`config.mk`:
```
export PLATFORM = sky130hd
export DESIGN_NAME = dead_blending_transition_smoother
export DESIGN_NICKNAME = d
export VERILOG_FILES = /design/src/rtl/dbts_pkg.sv /design/src/rtl/dbts_mul.sv /design/src/rtl/dbts_div.sv /design/src/rtl/dead_blending_transition_smoother.sv
export SDC_FILE = /design/constraint.sdc
export NUM_CORES = 2
export LEC_CHECK = 0
export ABC_CLOCK_PERIOD_IN_PS = 9900
export BUFFER_PORTS_ARGS = -buffer_cell sky130_fd_sc_hd__buf_4
export CORE_AREA = 10 10 289 291
export DETAILED_ROUTE_END_ITERATION = 16
export DIE_AREA = 0 0 299 301
export HOLD_SLACK_MARGIN = 0.15
export PLACE_DENSITY = 0.89
export RECOVER_POWER = 25
export SLEW_MARGIN = 20
export SYNTH_ARGS = -nofsm -noshare
export SYNTH_HDL_FRONTEND = slang
export SYNTH_SLANG_ARGS = --single-unit
```
`constraint.sdc`:
```
create_clock -name clk -period 9.9 [get_ports clk]
set_clock_uncertainty 0.1 [all_clocks]
set_input_delay 0.495 -clock clk [delete_from_list [all_inputs] [get_ports clk]]
set_output_delay 0.495 -clock clk [all_outputs]
set_load 0.005 [all_outputs]
```
`src/rtl/dbts_pkg.sv`:
```
`timescale 1ns / 1ps
// ----------------------------------------------------------------------------
// dbts_pkg
// Shared widths, codes, operand types and rounding/saturation helpers for the
// dead-blending transition smoother.
// ----------------------------------------------------------------------------
package dbts_pkg;

  // Value formats
  localparam int VAL_W   = 32;  // Q16.16 signed
  localparam int STEP_W  = 17;  // tick step, Q1.16 unsigned
  localparam int BLEND_W = 19;  // blend time, Q3.16 unsigned
  localparam int FACT_W  = 17;  // decay factor, Q0.16 unsigned
  localparam int ALPHA_W = 17;  // alpha / ratio, Q0.16, 0..65536
  localparam int ELAP_W  = BLEND_W + 1;  // elapsed stays below 2^19 + 2^17
  localparam int QUO_W   = 16;  // ratio bits from the divider

  // Configuration port
  localparam int CFG_IDX_W  = 2;
  localparam int CFG_DATA_W = BLEND_W;
  localparam logic [CFG_IDX_W-1:0] CFG_TICK_STEP    = 2'd0;
  localparam logic [CFG_IDX_W-1:0] CFG_BLEND_TIME   = 2'd1;
  localparam logic [CFG_IDX_W-1:0] CFG_DECAY_ENABLE = 2'd2;
  localparam logic [CFG_IDX_W-1:0] CFG_DECAY_FACTOR = 2'd3;

  localparam logic [STEP_W-1:0]  TICK_STEP_RST    = 17'd1092;
  localparam logic [BLEND_W-1:0] BLEND_TIME_RST   = 19'd32768;
  localparam logic [FACT_W-1:0]  DECAY_FACTOR_RST = 17'd62576;

  // Operation codes
  localparam logic OP_TICK  = 1'b0;
  localparam logic OP_START = 1'b1;

  // Shared multiplier
  localparam int MUL_A_W = 34;
  localparam int MUL_B_W = 19;
  localparam int MUL_P_W = MUL_A_W + MUL_B_W;
  localparam int SAT_W   = MUL_P_W + 1;

  typedef logic signed [MUL_A_W-1:0] mul_a_t;
  typedef logic signed [MUL_B_W-1:0] mul_b_t;
  typedef logic signed [MUL_P_W-1:0] mul_p_t;
  typedef logic signed [SAT_W-1:0]   sat_in_t;

  // Smoothstep constants (Q0.16)
  localparam logic [ALPHA_W-1:0] ALPHA_ONE = 17'd65536;
  localparam logic [17:0]        THREE_ONE = 18'd196608;  // 3.0
  localparam int                 ALPHA_LSB = 32;
  localparam logic [MUL_P_W-1:0] HALF_32   = MUL_P_W'(64'h8000_0000);

  // Divider
  localparam int DIV_STEPS = QUO_W;
  localparam int DIV_CNT_W = $clog2(DIV_STEPS + 1);

  // floor((p + 2^15) / 2^16)
  function automatic mul_p_t round16(input mul_p_t p);
    mul_p_t t;
    t = p + MUL_P_W'(32768);
    return t >>> 16;
  endfunction

  // Clamp to the signed 32-bit range
  function automatic logic signed [VAL_W-1:0] sat32(input sat_in_t v);
    logic fits;
    fits = (v[SAT_W-1:VAL_W-1] == '0) || (v[SAT_W-1:VAL_W-1] == '1);
    if (fits) begin
      return v[VAL_W-1:0];
    end else if (v[SAT_W-1]) begin
      return {1'b1, {(VAL_W-1){1'b0}}};
    end else begin
      return {1'b0, {(VAL_W-1){1'b1}}};
    end
  endfunction

endpackage

```
`src/rtl/dbts_mul.sv`:
```
`timescale 1ns / 1ps
// ----------------------------------------------------------------------------
// dbts_mul
// Shared signed multiplier with a registered product; every product of the
// blend (decay, extrapolation, smoothstep, interpolation) goes through it.
// ----------------------------------------------------------------------------
module dbts_mul (
  input  logic              clk,
  input  logic              en,
  input  dbts_pkg::mul_a_t  a,
  input  dbts_pkg::mul_b_t  b,
  output dbts_pkg::mul_p_t  prod
);

  // Product register
  always_ff @(posedge clk) begin
    if (en) begin
      prod <= dbts_pkg::mul_p_t'(a) * dbts_pkg::mul_p_t'(b);
    end
  end

endmodule

```
`src/rtl/dbts_div.sv`:
```
`timescale 1ns / 1ps
// ----------------------------------------------------------------------------
// dbts_div
// Restoring divider, one quotient bit per cycle. Returns
// floor(dividend * 2^16 / divisor) for dividend < divisor.
// ----------------------------------------------------------------------------
module dbts_div (
  input  logic                               clk,
  input  logic                               rst,
  input  logic                               start,
  input  logic [dbts_pkg::BLEND_W-1:0]       dividend,
  input  logic [dbts_pkg::BLEND_W-1:0]       divisor,
  output logic                               busy,
  output logic [dbts_pkg::QUO_W-1:0]         quotient
);

  logic [dbts_pkg::DIV_CNT_W-1:0] count;
  logic [dbts_pkg::BLEND_W-1:0]   rem;
  logic [dbts_pkg::BLEND_W-1:0]   rem_next;
  logic [dbts_pkg::BLEND_W:0]     shifted;
  logic                           take;

  // One restoring step
  always_comb begin
    shifted  = {rem, 1'b0};
    take     = shifted >= {1'b0, divisor};
    rem_next = take ? dbts_pkg::BLEND_W'(shifted - {1'b0, divisor})
                    : shifted[dbts_pkg::BLEND_W-1:0];
  end

  assign busy = (count != '0);

  // Step counter
  always_ff @(posedge clk) begin
    if (rst) begin
      count <= '0;
    end else if (start) begin
      count <= dbts_pkg::DIV_CNT_W'(dbts_pkg::DIV_STEPS);
    end else if (busy) begin
      count <= count - 1'b1;
    end
  end

  // Remainder and quotient
  always_ff @(posedge clk) begin
    if (start) begin
      rem      <= dividend;
      quotient <= '0;
    end else if (busy) begin
      rem      <= rem_next;
      quotient <= {quotient[dbts_pkg::QUO_W-2:0], take};
    end
  end

endmodule

```
`src/rtl/dead_blending_transition_smoother.sv`:
```
`timescale 1ns / 1ps
// A transition is absorbed without leaving idle; a pass-through tick goes
// from idle through S_OUT to the output register; a blended tick also runs
// the extrapolation, the 16-step serial ratio divider (skipped once the
// blend time is covered) and the shared multiplier; decay adds a pass.
// One item at a time: in_stall holds off transfers until back in idle.
// Reset (sync, active high) restores register defaults and ends any blend.
// ----------------------------------------------------------------------------
// dead_blending_transition_smoother
// Inertialization by extrapolation: holds a source position/velocity,
// extrapolates it each tick and blends it toward the target with a
// smoothstep weight until the blend time runs out.
// ----------------------------------------------------------------------------
module dead_blending_transition_smoother (
  input  logic                                 clk,
  input  logic                                 rst,
  // configuration
  input  logic                                 cfg_write,
  input  logic [dbts_pkg::CFG_IDX_W-1:0]       cfg_index,
  input  logic [dbts_pkg::CFG_DATA_W-1:0]      cfg_data,
  // input channel
  input  logic                                 in_valid,
  output logic                                 in_stall,
  input  logic                                 operation,
  input  logic signed [dbts_pkg::VAL_W-1:0]    position,
  input  logic signed [dbts_pkg::VAL_W-1:0]    velocity,
  // output channel
  output logic                                 out_valid,
  input  logic                                 out_stall,
  output logic signed [dbts_pkg::VAL_W-1:0]    out_position,
  output logic signed [dbts_pkg::VAL_W-1:0]    out_velocity,
  output logic                                 blending
);

  // Sequencer states
  localparam logic [3:0] S_IDLE     = 4'd0;
  localparam logic [3:0] S_DECAY    = 4'd1;
  localparam logic [3:0] S_DECAY_WB = 4'd2;
  localparam logic [3:0] S_EXT      = 4'd3;
  localparam logic [3:0] S_EXT_WB   = 4'd4;
  localparam logic [3:0] S_DIV      = 4'd5;
  localparam logic [3:0] S_RR       = 4'd6;
  localparam logic [3:0] S_K        = 4'd7;
  localparam logic [3:0] S_ALPHA    = 4'd8;
  localparam logic [3:0] S_LX       = 4'd9;
  localparam logic [3:0] S_LX_WB    = 4'd10;
  localparam logic [3:0] S_LV_WB    = 4'd11;
  localparam logic [3:0] S_OUT      = 4'd12;

  logic [3:0] state;

  // Configuration registers
  logic [dbts_pkg::STEP_W-1:0]  tick_step;
  logic [dbts_pkg::BLEND_W-1:0] blend_time;
  logic                         decay_enable;
  logic [dbts_pkg::FACT_W-1:0]  decay_factor;

  // Blend state
  logic signed [dbts_pkg::VAL_W-1:0] held_position;
  logic signed [dbts_pkg::VAL_W-1:0] held_velocity;
  logic [dbts_pkg::ELAP_W-1:0]       elapsed;
  logic                              blend_active;

  // Working registers
  logic signed [dbts_pkg::VAL_W-1:0] tgt_pos;
  logic signed [dbts_pkg::VAL_W-1:0] tgt_vel;
  logic [dbts_pkg::ALPHA_W-1:0]      ratio;
  logic [dbts_pkg::ALPHA_W-1:0]      alpha;
  logic signed [dbts_pkg::VAL_W-1:0] res_pos;
  logic signed [dbts_pkg::VAL_W-1:0] res_vel;
  logic                              res_blend;

  // Shared units
  dbts_pkg::mul_a_t mul_a;
  dbts_pkg::mul_b_t mul_b;
  dbts_pkg::mul_p_t prod;
  logic             mul_en;
  logic             div_start;
  logic             div_busy;
  logic [dbts_pkg::QUO_W-1:0] div_q;

  logic signed [dbts_pkg::VAL_W:0] dx;
  logic signed [dbts_pkg::VAL_W:0] dv;
  logic [17:0]                     k3;
  dbts_pkg::mul_p_t                prod_rnd;
  logic [dbts_pkg::MUL_P_W-1:0]    alpha_sum;
  logic                            in_xfer;
  logic                            out_free;
  logic                            in_blend;

  assign in_stall  = (state != S_IDLE);
  assign in_xfer   = in_valid && !in_stall;
  assign out_free  = !out_valid || !out_stall;
  assign in_blend  = blend_active && (elapsed < {1'b0, blend_time});
  assign div_start = (state == S_EXT_WB) && (elapsed < {1'b0, blend_time});

  // Interpolation spans and smoothstep factor
  assign dx        = (dbts_pkg::VAL_W+1)'(tgt_pos) - (dbts_pkg::VAL_W+1)'(held_position);
  assign dv        = (dbts_pkg::VAL_W+1)'(tgt_vel) - (dbts_pkg::VAL_W+1)'(held_velocity);
  assign k3        = dbts_pkg::THREE_ONE - {ratio, 1'b0};
  assign prod_rnd  = dbts_pkg::round16(prod);
  assign alpha_sum = $unsigned(prod) + dbts_pkg::HALF_32;

  // Multiplier operand select
  always_comb begin
    mul_en = 1'b1;
    unique case (state)
      S_DECAY: begin
        mul_a = dbts_pkg::MUL_A_W'(held_velocity);
        mul_b = {2'b00, decay_factor};
      end
      S_EXT: begin
        mul_a = dbts_pkg::MUL_A_W'(held_velocity);
        mul_b = {2'b00, tick_step};
      end
      S_RR: begin
        mul_a = {{(dbts_pkg::MUL_A_W-dbts_pkg::ALPHA_W){1'b0}}, ratio};
        mul_b = {2'b00, ratio};
      end
      S_K: begin
        mul_a = {1'b0, prod[32:0]};
        mul_b = {1'b0, k3};
      end
      S_LX: begin
        mul_a = dbts_pkg::MUL_A_W'(dx);
        mul_b = {2'b00, alpha};
      end
      S_LX_WB: begin
        mul_a = dbts_pkg::MUL_A_W'(dv);
        mul_b = {2'b00, alpha};
      end
      default: begin
        mul_en = 1'b0;
        mul_a  = '0;
        mul_b  = '0;
      end
    endcase
  end

  dbts_mul u_mul (
    .clk  (clk),
    .en   (mul_en),
    .a    (mul_a),
    .b    (mul_b),
    .prod (prod)
  );

  dbts_div u_div (
    .clk      (clk),
    .rst      (rst),
    .start    (div_start),
    .dividend (elapsed[dbts_pkg::BLEND_W-1:0]),
    .divisor  (blend_time),
    .busy     (div_busy),
    .quotient (div_q)
  );

  // Configuration writes
  always_ff @(posedge clk) begin
    if (rst) begin
      tick_step    <= dbts_pkg::TICK_STEP_RST;
      blend_time   <= dbts_pkg::BLEND_TIME_RST;
      decay_enable <= 1'b0;
      decay_factor <= dbts_pkg::DECAY_FACTOR_RST;
    end else if (cfg_write) begin
      unique case (cfg_index)
        dbts_pkg::CFG_TICK_STEP:    tick_step    <= cfg_data[dbts_pkg::STEP_W-1:0];
        dbts_pkg::CFG_BLEND_TIME:   blend_time   <= cfg_data;
        dbts_pkg::CFG_DECAY_ENABLE: decay_enable <= cfg_data[0];
        dbts_pkg::CFG_DECAY_FACTOR: decay_factor <= cfg_data[dbts_pkg::FACT_W-1:0];
        default: ;
      endcase
    end
  end

  // Sequencer and blend state
  always_ff @(posedge clk) begin
    if (rst) begin
      state         <= S_IDLE;
      blend_active  <= 1'b0;
      held_position <= '0;
      held_velocity <= '0;
      elapsed       <= '0;
    end else begin
      unique case (state)
        S_IDLE: begin
          if (in_xfer) begin
            if (operation == dbts_pkg::OP_START) begin
              held_position <= position;
              held_velocity <= velocity;
              elapsed       <= '0;
              blend_active  <= 1'b1;
            end else if (in_blend) begin
              state <= decay_enable ? S_DECAY : S_EXT;
            end else begin
              blend_active <= 1'b0;
              state        <= S_OUT;
            end
          end
        end
        S_DECAY:    state <= S_DECAY_WB;
        S_DECAY_WB: begin
          held_velocity <= dbts_pkg::sat32(dbts_pkg::SAT_W'(prod_rnd));
          state         <= S_EXT;
        end
        S_EXT: begin
          elapsed <= elapsed + dbts_pkg::ELAP_W'(tick_step);
          state   <= S_EXT_WB;
        end
        S_EXT_WB: begin
          held_position <= dbts_pkg::sat32(dbts_pkg::SAT_W'(held_position)
                                           + dbts_pkg::SAT_W'(prod_rnd));
          state <= div_start ? S_DIV : S_RR;
        end
        S_DIV:      if (!div_busy) state <= S_RR;
        S_RR:       state <= S_K;
        S_K:        state <= S_ALPHA;
        S_ALPHA:    state <= S_LX;
        S_LX:       state <= S_LX_WB;
        S_LX_WB:    state <= S_LV_WB;
        S_LV_WB:    state <= S_OUT;
        S_OUT:      if (out_free) state <= S_IDLE;
        default:    state <= S_IDLE;
      endcase
    end
  end

  // Working datapath registers
  always_ff @(posedge clk) begin
    if (state == S_IDLE && in_xfer) begin
      tgt_pos   <= position;
      tgt_vel   <= velocity;
      res_pos   <= position;
      res_vel   <= velocity;
      res_blend <= 1'b0;
    end
    // ratio: capped at one once the blend time is covered
    if (state == S_EXT_WB && !div_start) begin
      ratio <= dbts_pkg::ALPHA_ONE;
    end else if (state == S_DIV && !div_busy) begin
      ratio <= {1'b0, div_q};
    end
    if (state == S_ALPHA) begin
      alpha <= alpha_sum[dbts_pkg::ALPHA_LSB +: dbts_pkg::ALPHA_W];
    end
    if (state == S_LX_WB) begin
      res_pos <= dbts_pkg::sat32(dbts_pkg::SAT_W'(held_position)
                                 + dbts_pkg::SAT_W'(prod_rnd));
    end
    if (state == S_LV_WB) begin
      res_vel   <= dbts_pkg::sat32(dbts_pkg::SAT_W'(held_velocity)
                                   + dbts_pkg::SAT_W'(prod_rnd));
      res_blend <= 1'b1;
    end
  end

  // Output register
  always_ff @(posedge clk) begin
    if (rst) begin
      out_valid <= 1'b0;
    end else if (state == S_OUT && out_free) begin
      out_valid <= 1'b1;
    end else if (out_valid && !out_stall) begin
      out_valid <= 1'b0;
    end
  end

  always_ff @(posedge clk) begin
    if (state == S_OUT && out_free) begin
      out_position <= res_pos;
      out_velocity <= res_vel;
      blending     <= res_blend;
    end
  end

endmodule
```
## Word level (Yosys, flattened, before mapping)

Cells that the tools add are included.
Widths: inputs -> output; s select.

- Add/sub/neg operators: 10
- Multiply operators: 1
- Magnitude comparators: 2
- Equal/unequal tests: 24
- Mux-type cells: 39
- Reduce and logical (&&, ||, !) cells: 44

Operators with widths:

| cell | count |
|---|---|
| $mux 32 | 14 |
| $pmux 34 s5 | 1 |
| $pmux 32 s2 | 2 |
| $pmux 18 s5 | 1 |
| $add 32x37->38 | 2 |
| $eq 23x23->1 const B | 3 |
| $logic_not 23->1 | 3 |
| $sub 32x32->33 | 2 |
| $mux 19 | 3 |
| $add 53x17->53 const B | 1 |
| $mul 34x19->53 | 1 |
| $pmux 4 s13 | 1 |
| $add 49x32->49 const B | 1 |
| $mux 20 | 2 |
| $pmux 20 s2 | 1 |
| $add 20x17->20 | 1 |
| $eq 4x4->1 const B | 5 |
| $ge 20x19->1 | 1 |
| $lt 20x19->1 | 1 |
| $mux 4 | 5 |
| $sub 19x19->19 | 1 |
| $sub 18x18->18 const A | 1 |
| $eq 4x3->1 const B | 4 |
| $reduce_bool 2->1 | 7 |
| 21 further kinds | 56 |

- Bits in registers: 465
- Input port bits: 91
- Output and inout bits: 67
- Word-level logic and storage cells: 145

## Longest topological paths before layout

- Word-level depth: 6
- Mapped depth: 40
- Gate-level depth less buffers: 39

## Hierarchy

A second synthesis with hierarchy kept.

- Cells, all modules: 5605
- Area total of the unflattened synthesis: 51186.6 um2

Modules (own cells, without submodules):

| module | times used | cells an instance | area each (um2) | sequential area each (um2) |
|---|---|---|---|---|
| dead_blending_transition_smoother | 1 | 2818 | 24681.2 | 9549.2 |
| dbts_mul | 1 | 2459 | 23642.7 | 1591.5 |
| dbts_div | 1 | 328 | 2862.7 | 991.0 |

## Worst setup path after synthesis

No wires, ideal clock.

- Path kind: reg-to-reg
- Start: register held_position[1] (netlist bit)
- End: register u_mul.prod[51] (data pin)
- Library setup time: 0.258 ns
- Data arrival time: 8.758 ns
- Data required time: 9.542 ns
- Slack: 0.785 ns
- Stages on the path, launching flop included: 40
- Buffers on the path: 3
- Period minus slack after synthesis: 9.115 ns
- Cells stage by stage: dfxtp_1 inv_1 ha_1 nor2b_1 o21a_1 o21a_1 o31a_1 or4b_1 a21oi_2 or3_2 a211oi_2 o31a_1 or3_1 buf_6 nand3_2 buf_6 nand2_1 fa_1 (+4 left out) inv_1 fa_1 fa_1 inv_1 fa_1 inv_1 ha_1 clkbuf_1 and4_1 a2111oi_0 o41ai_1 a21oi_1 o31ai_1 nand4_1 a211o_1 o221ai_1 a21oi_1 xnor2_1

- Longest elaborated chain between the ends: 3

Ends and longest elaborated chain:

| what | RTL line | text |
|---|---|---|
| start: declaration | dead_blending_transition_smoother.sv:59 | `logic signed [dbts_pkg::VAL_W-1:0] held_position;` |
| start signal: assignment | dead_blending_transition_smoother.sv:189 | `held_position <= position;` |
| start signal: assignment | dead_blending_transition_smoother.sv:211 | `held_position <= dbts_pkg::sat32(dbts_pkg::SAT_W'(held_position)` |
| $sub 32x32->33 | dead_blending_transition_smoother.sv:98 | `assign dx = (dbts_pkg::VAL_W+1)'(tgt_pos) - (dbts_pkg::VAL_W+1)'(held_position);` |
| $pmux 34 s5 | dead_blending_transition_smoother.sv:107 | `unique case (state)` |
| $mul 34x19->53 | dbts_mul.sv:18 | `prod <= dbts_pkg::mul_p_t'(a) * dbts_pkg::mul_p_t'(b);` |
| end signal: assignment | dbts_mul.sv:18 |  |
| end: declaration | dbts_mul.sv:12 | `output dbts_pkg::mul_p_t prod` |

No other way between the ends.
A chain may end at the register's enable or synchronous reset.

## Worst setup path in the final report

- Start: register held_velocity[1] (netlist bit)
- End: register u_mul.prod[52] (data pin)

- Longest elaborated chain between the ends: 3

Ends and longest elaborated chain:

| what | RTL line | text |
|---|---|---|
| start: declaration | dead_blending_transition_smoother.sv:60 | `logic signed [dbts_pkg::VAL_W-1:0] held_velocity;` |
| start signal: assignment | dead_blending_transition_smoother.sv:190 | `held_velocity <= velocity;` |
| start signal: assignment | dead_blending_transition_smoother.sv:203 | `held_velocity <= dbts_pkg::sat32(dbts_pkg::SAT_W'(prod_rnd));` |
| $sub 32x32->33 | dead_blending_transition_smoother.sv:99 | `assign dv = (dbts_pkg::VAL_W+1)'(tgt_vel) - (dbts_pkg::VAL_W+1)'(held_velocity);` |
| $pmux 34 s5 * | dead_blending_transition_smoother.sv:107 |  |
| $mul 34x19->53 * | dbts_mul.sv:18 |  |

Every way passes the cells marked *; elsewhere a longest branch is shown, timed or not.

==> flow_summary.yaml <==
logic_synthesis:
  synth_cells: 5657
  ys_seq_area_share_pct: 24.3
  synthesis.nets: 6671
  async_reset_ff_share_pct: 0
  avgSynthCellArea_sq_um: 8.82
  synth_edf_count: 282
  ys_ff_latch: 465
  ys_types: 97
  ys_warn_count: 0
  ys.flop_type: "edfxtp_1"
  syn_area_sq_mm: 0.0499
power:
  power_density_mw_per_mm2: 189
  power_leakage_nw: 25.2
  p_total_w: 0.0104
  peakVddDrop_mv: 0.187
timing:
  slew_viol_final: 125
  slew_headroom_pct: -114
  post-route-min-period_ns: 9.64
  rsz0062_at_grt: "true"
  post-route-period-util_pct: 97.4
  setup_ws_ns: 0.258
  worstMarginPinSlew_ns: 3.21
  setup_viol: 0
  fmax_mhz: 104
  hold_viol: 0
final_layout:
  drive_gt1_share_pct: 6.98
  utilization_pct: 71.0
  filler_cell_count: 5875
  regArea_sq_mm: 0.0121
  syn2layout_area_growth_pct: 9.93
  multi_input_area_sq_mm: 0.0336
  nets: 6866
  diodes: 0
detailed_routing:
  routedWlPerCell_um: 23.7
  drc: 0
  wl_met3_mm: 17.6
  drtIter0Drc: 5216
  viasPerCell: 6.32
  wl_met1_mm: 56.9
  wl_mm: 164
  highest_layer: "met5"
  ant_nets: 0
  drtPass1Iterations: 10
  met2WireLength_mm: 76.7
  vias: 43700
setup_path:
  cp.required_ns: 10.10
  setup.worst_path.start_class: "flop"
  path_max_fanout: 8
  slowest_stage: "fa_1"
  critPathArrivalTime_ns: 9.84
  worstSetupPathType: "reg2reg"
  crit_path_max_incr_delay_ns: 0.54
  cp-end-kind: "flop"
  crit_top_cell: "fa_1"
floorplan:
  die_h_um: 301
  core.rowCount: 102
  start_util_pct: 64.5
  core_area_sq_mm: 0.0773
  dieArea_sq_mm: 0.0900
  fp.dieW_um: 299
  io_pins: 158
cts:
  root_buffer: "clkbuf_16"
  clk_path_buf_depth: 3
  htree_levels: 2
  cts-buffers-inserted: 44
  clkLatencyLatePin_ns: 0.58
  cts_tree: "yes"
  path_clk_slew_ns: 0.07
  cts_sinks: 465
placement:
  pre_cts_slack_ns: -0.0528
  place.gp.congestion: 1.02
  hpwl_mm: 129
  port_buffers: 157
worst_hold_path:
  hold_class: "in2reg"
status:
  violations: "max-capacitance violations, max-slew violations"
  outcome: "finished with violations"
grt:
  grt_pass1_wl_mm: 253
  grt_max_degree: 66
  grt_overflow: 0
  first_global_vias: 44100
  grt_usage_pct: 36.0
  antenna_found_initial: 6
flow_run:
  cap_violations: 3
-- worst max-delay path, delay by kind of cell, from the launching register on --
family / cells / cell delay (ns)
AND/OR/NAND/NOR: 6 / 0.87
flip-flops: 1 / 0.39
buffers and inverters: 5 / 0.28
XOR/XNOR: 2 / 0.40
AO/OA/AOI/OAI: 15 / 3.70
adder cells (fa/ha/maj): 8 / 3.60
-- metal layers --
layer / GRT usage, % / up-vias
met5: 0 / -
met4: 23.7 / 6
met3: 6.60 / 753
met2: 58.7 / 2826
met1: 43.6 / 21100
li1: - / 19000
-- per-stage QoR --
step                      instance area [sq um]  TNS [ns]  hold slack (ns)  std cells
after floorplan                           49900         0            0.300       5657
after global placement                    52500         0            0.303       6755
after detailed placement                  52500   -0.0528            0.305       6755
after CTS                                 54900         0            0.152       6920
after global routing                      54900    -0.113            0.261       6927
final                                     54900         0            0.251       6927
-- cells in the final DEF (no fill, tap or decap), types with 89 or more instances in the layout --
cell type | netlist | layout
nand2_1 | 828 | 824
nor2_1 | 402 | 395
fa_1 | 595 | 593
buf_4 | 8 | 215
xnor2_1 | 175 | 172
a21oi_1 | 384 | 375
a21o_1 | 130 | 130
inv_1 | 923 | 922
dfxtp_1 | 183 | 180
edfxtp_1 | 282 | 282
ha_1 | 328 | 327
o21ai_0 | 177 | 170
xor2_1 | 89 | 89
-- cells by family (layout without fill, tap and decap cells) --
group                      count (synthesis)  in the layout  share of synthesized area, %
muxes                                     23             23                         0.466
adders and majority gates                923            923                          32.1
AOI/OAI and AO/OA                       1130           1130                          14.7
and+or+nand+nor                         1689           1689                          14.8
DFF                                      465            465                          24.3
buffers and inverters                   1161           1391                          8.96
xor gates and xnor gates                 264            264                          4.63
other                                      2              2                        0.0150
-- path summary, 6_finish.rpt --
path	start	end	slack (ns)	depth (start not counted)
max reg2reg	held_velocity[1]	u_mul.prod[52]	0.26	36
max	held_velocity[1]	u_mul.prod[52]	0.26	36
min	cfg_index[0]	decay_enable	0.25	4
min reg2reg	res_pos[21]	out_position[21]	0.32	0
-- cells in the mapped netlist, drive strengths merged, types with 7 or more instances --
library cell  count  share of area [%]
a2111oi          11               0.21
a211oi           27               0.43
a21boi            8               0.14
a21o            130                2.0
a21oi           386                3.9
a221o             7               0.14
a221oi            7               0.14
a222oi           30               0.60
a22o             35               0.61
a22oi            33               0.50
a31oi            47               0.59
and2             54               0.68
and3             45               0.56
buf              45               0.56
clkbuf          192                1.4
dfxtp           183                7.3
edfxtp          282                 17
fa              595                 24
ha              328                8.2
inv             924                6.9
mux2i            21               0.42
nand2           828                6.2
nand2b           33               0.41
nand3            92               0.93
nand4            41               0.51
nor2            402                3.0
nor2b            34               0.43
nor3             67               0.69
nor3b             8               0.13
nor4             16               0.23
o211ai           13               0.20
o21a             31               0.47
o21ai           218                2.2
o21bai           33               0.50
o221ai            9               0.16
o31ai            17               0.33
o32a             31               0.62
or2              16               0.20
or3              23               0.30
xnor2           175                3.1
xor2             89                1.6
-- cell type report --
class	count	share of cell area [%]
Clock buffer	59	2.20
Clock inverter	22	0.536
Inverter	924	6.32
Multi-Input combinational cell	4031	61.3
Sequential cell	465	22.1
Tap cell	1040	2.37
Timing Repair Buffer	386	5.16
-- where the power goes --
group,internal [W],switching (W),total [W]
clock,0.00103,0.000798,0.00182
sequential,0.00265,0.000364,0.00302
combinational,0.00195,0.00361,0.00556
total,0.00563,0.00477,0.0104
-- flip-flops by register name, summed over array words and instances (netlist names), 16 cells and up --
| name | count |
|---|---|
| u_mul.prod | 53 |
| held_position | 32 |
| held_velocity | 32 |
| out_position | 32 |
| out_velocity | 32 |
| res_pos | 32 |
| res_vel | 32 |
| tgt_pos | 32 |
| tgt_vel | 32 |
| elapsed | 20 |
| blend_time | 19 |
| u_div.rem | 19 |
| alpha | 17 |
| decay_factor | 17 |
| ratio | 17 |
| tick_step | 17 |
| u_div.quotient | 16 |
-- repair_timing --
item	4_1_cts	5_1_grt
setup buffers	0	7
hold buffers	84	0
pin swaps	0	10
gates resized for setup	2	60
setup endpoints to repair	3	20
hold endpoints to repair	145	0
Power figures use the tool's default switching activity.
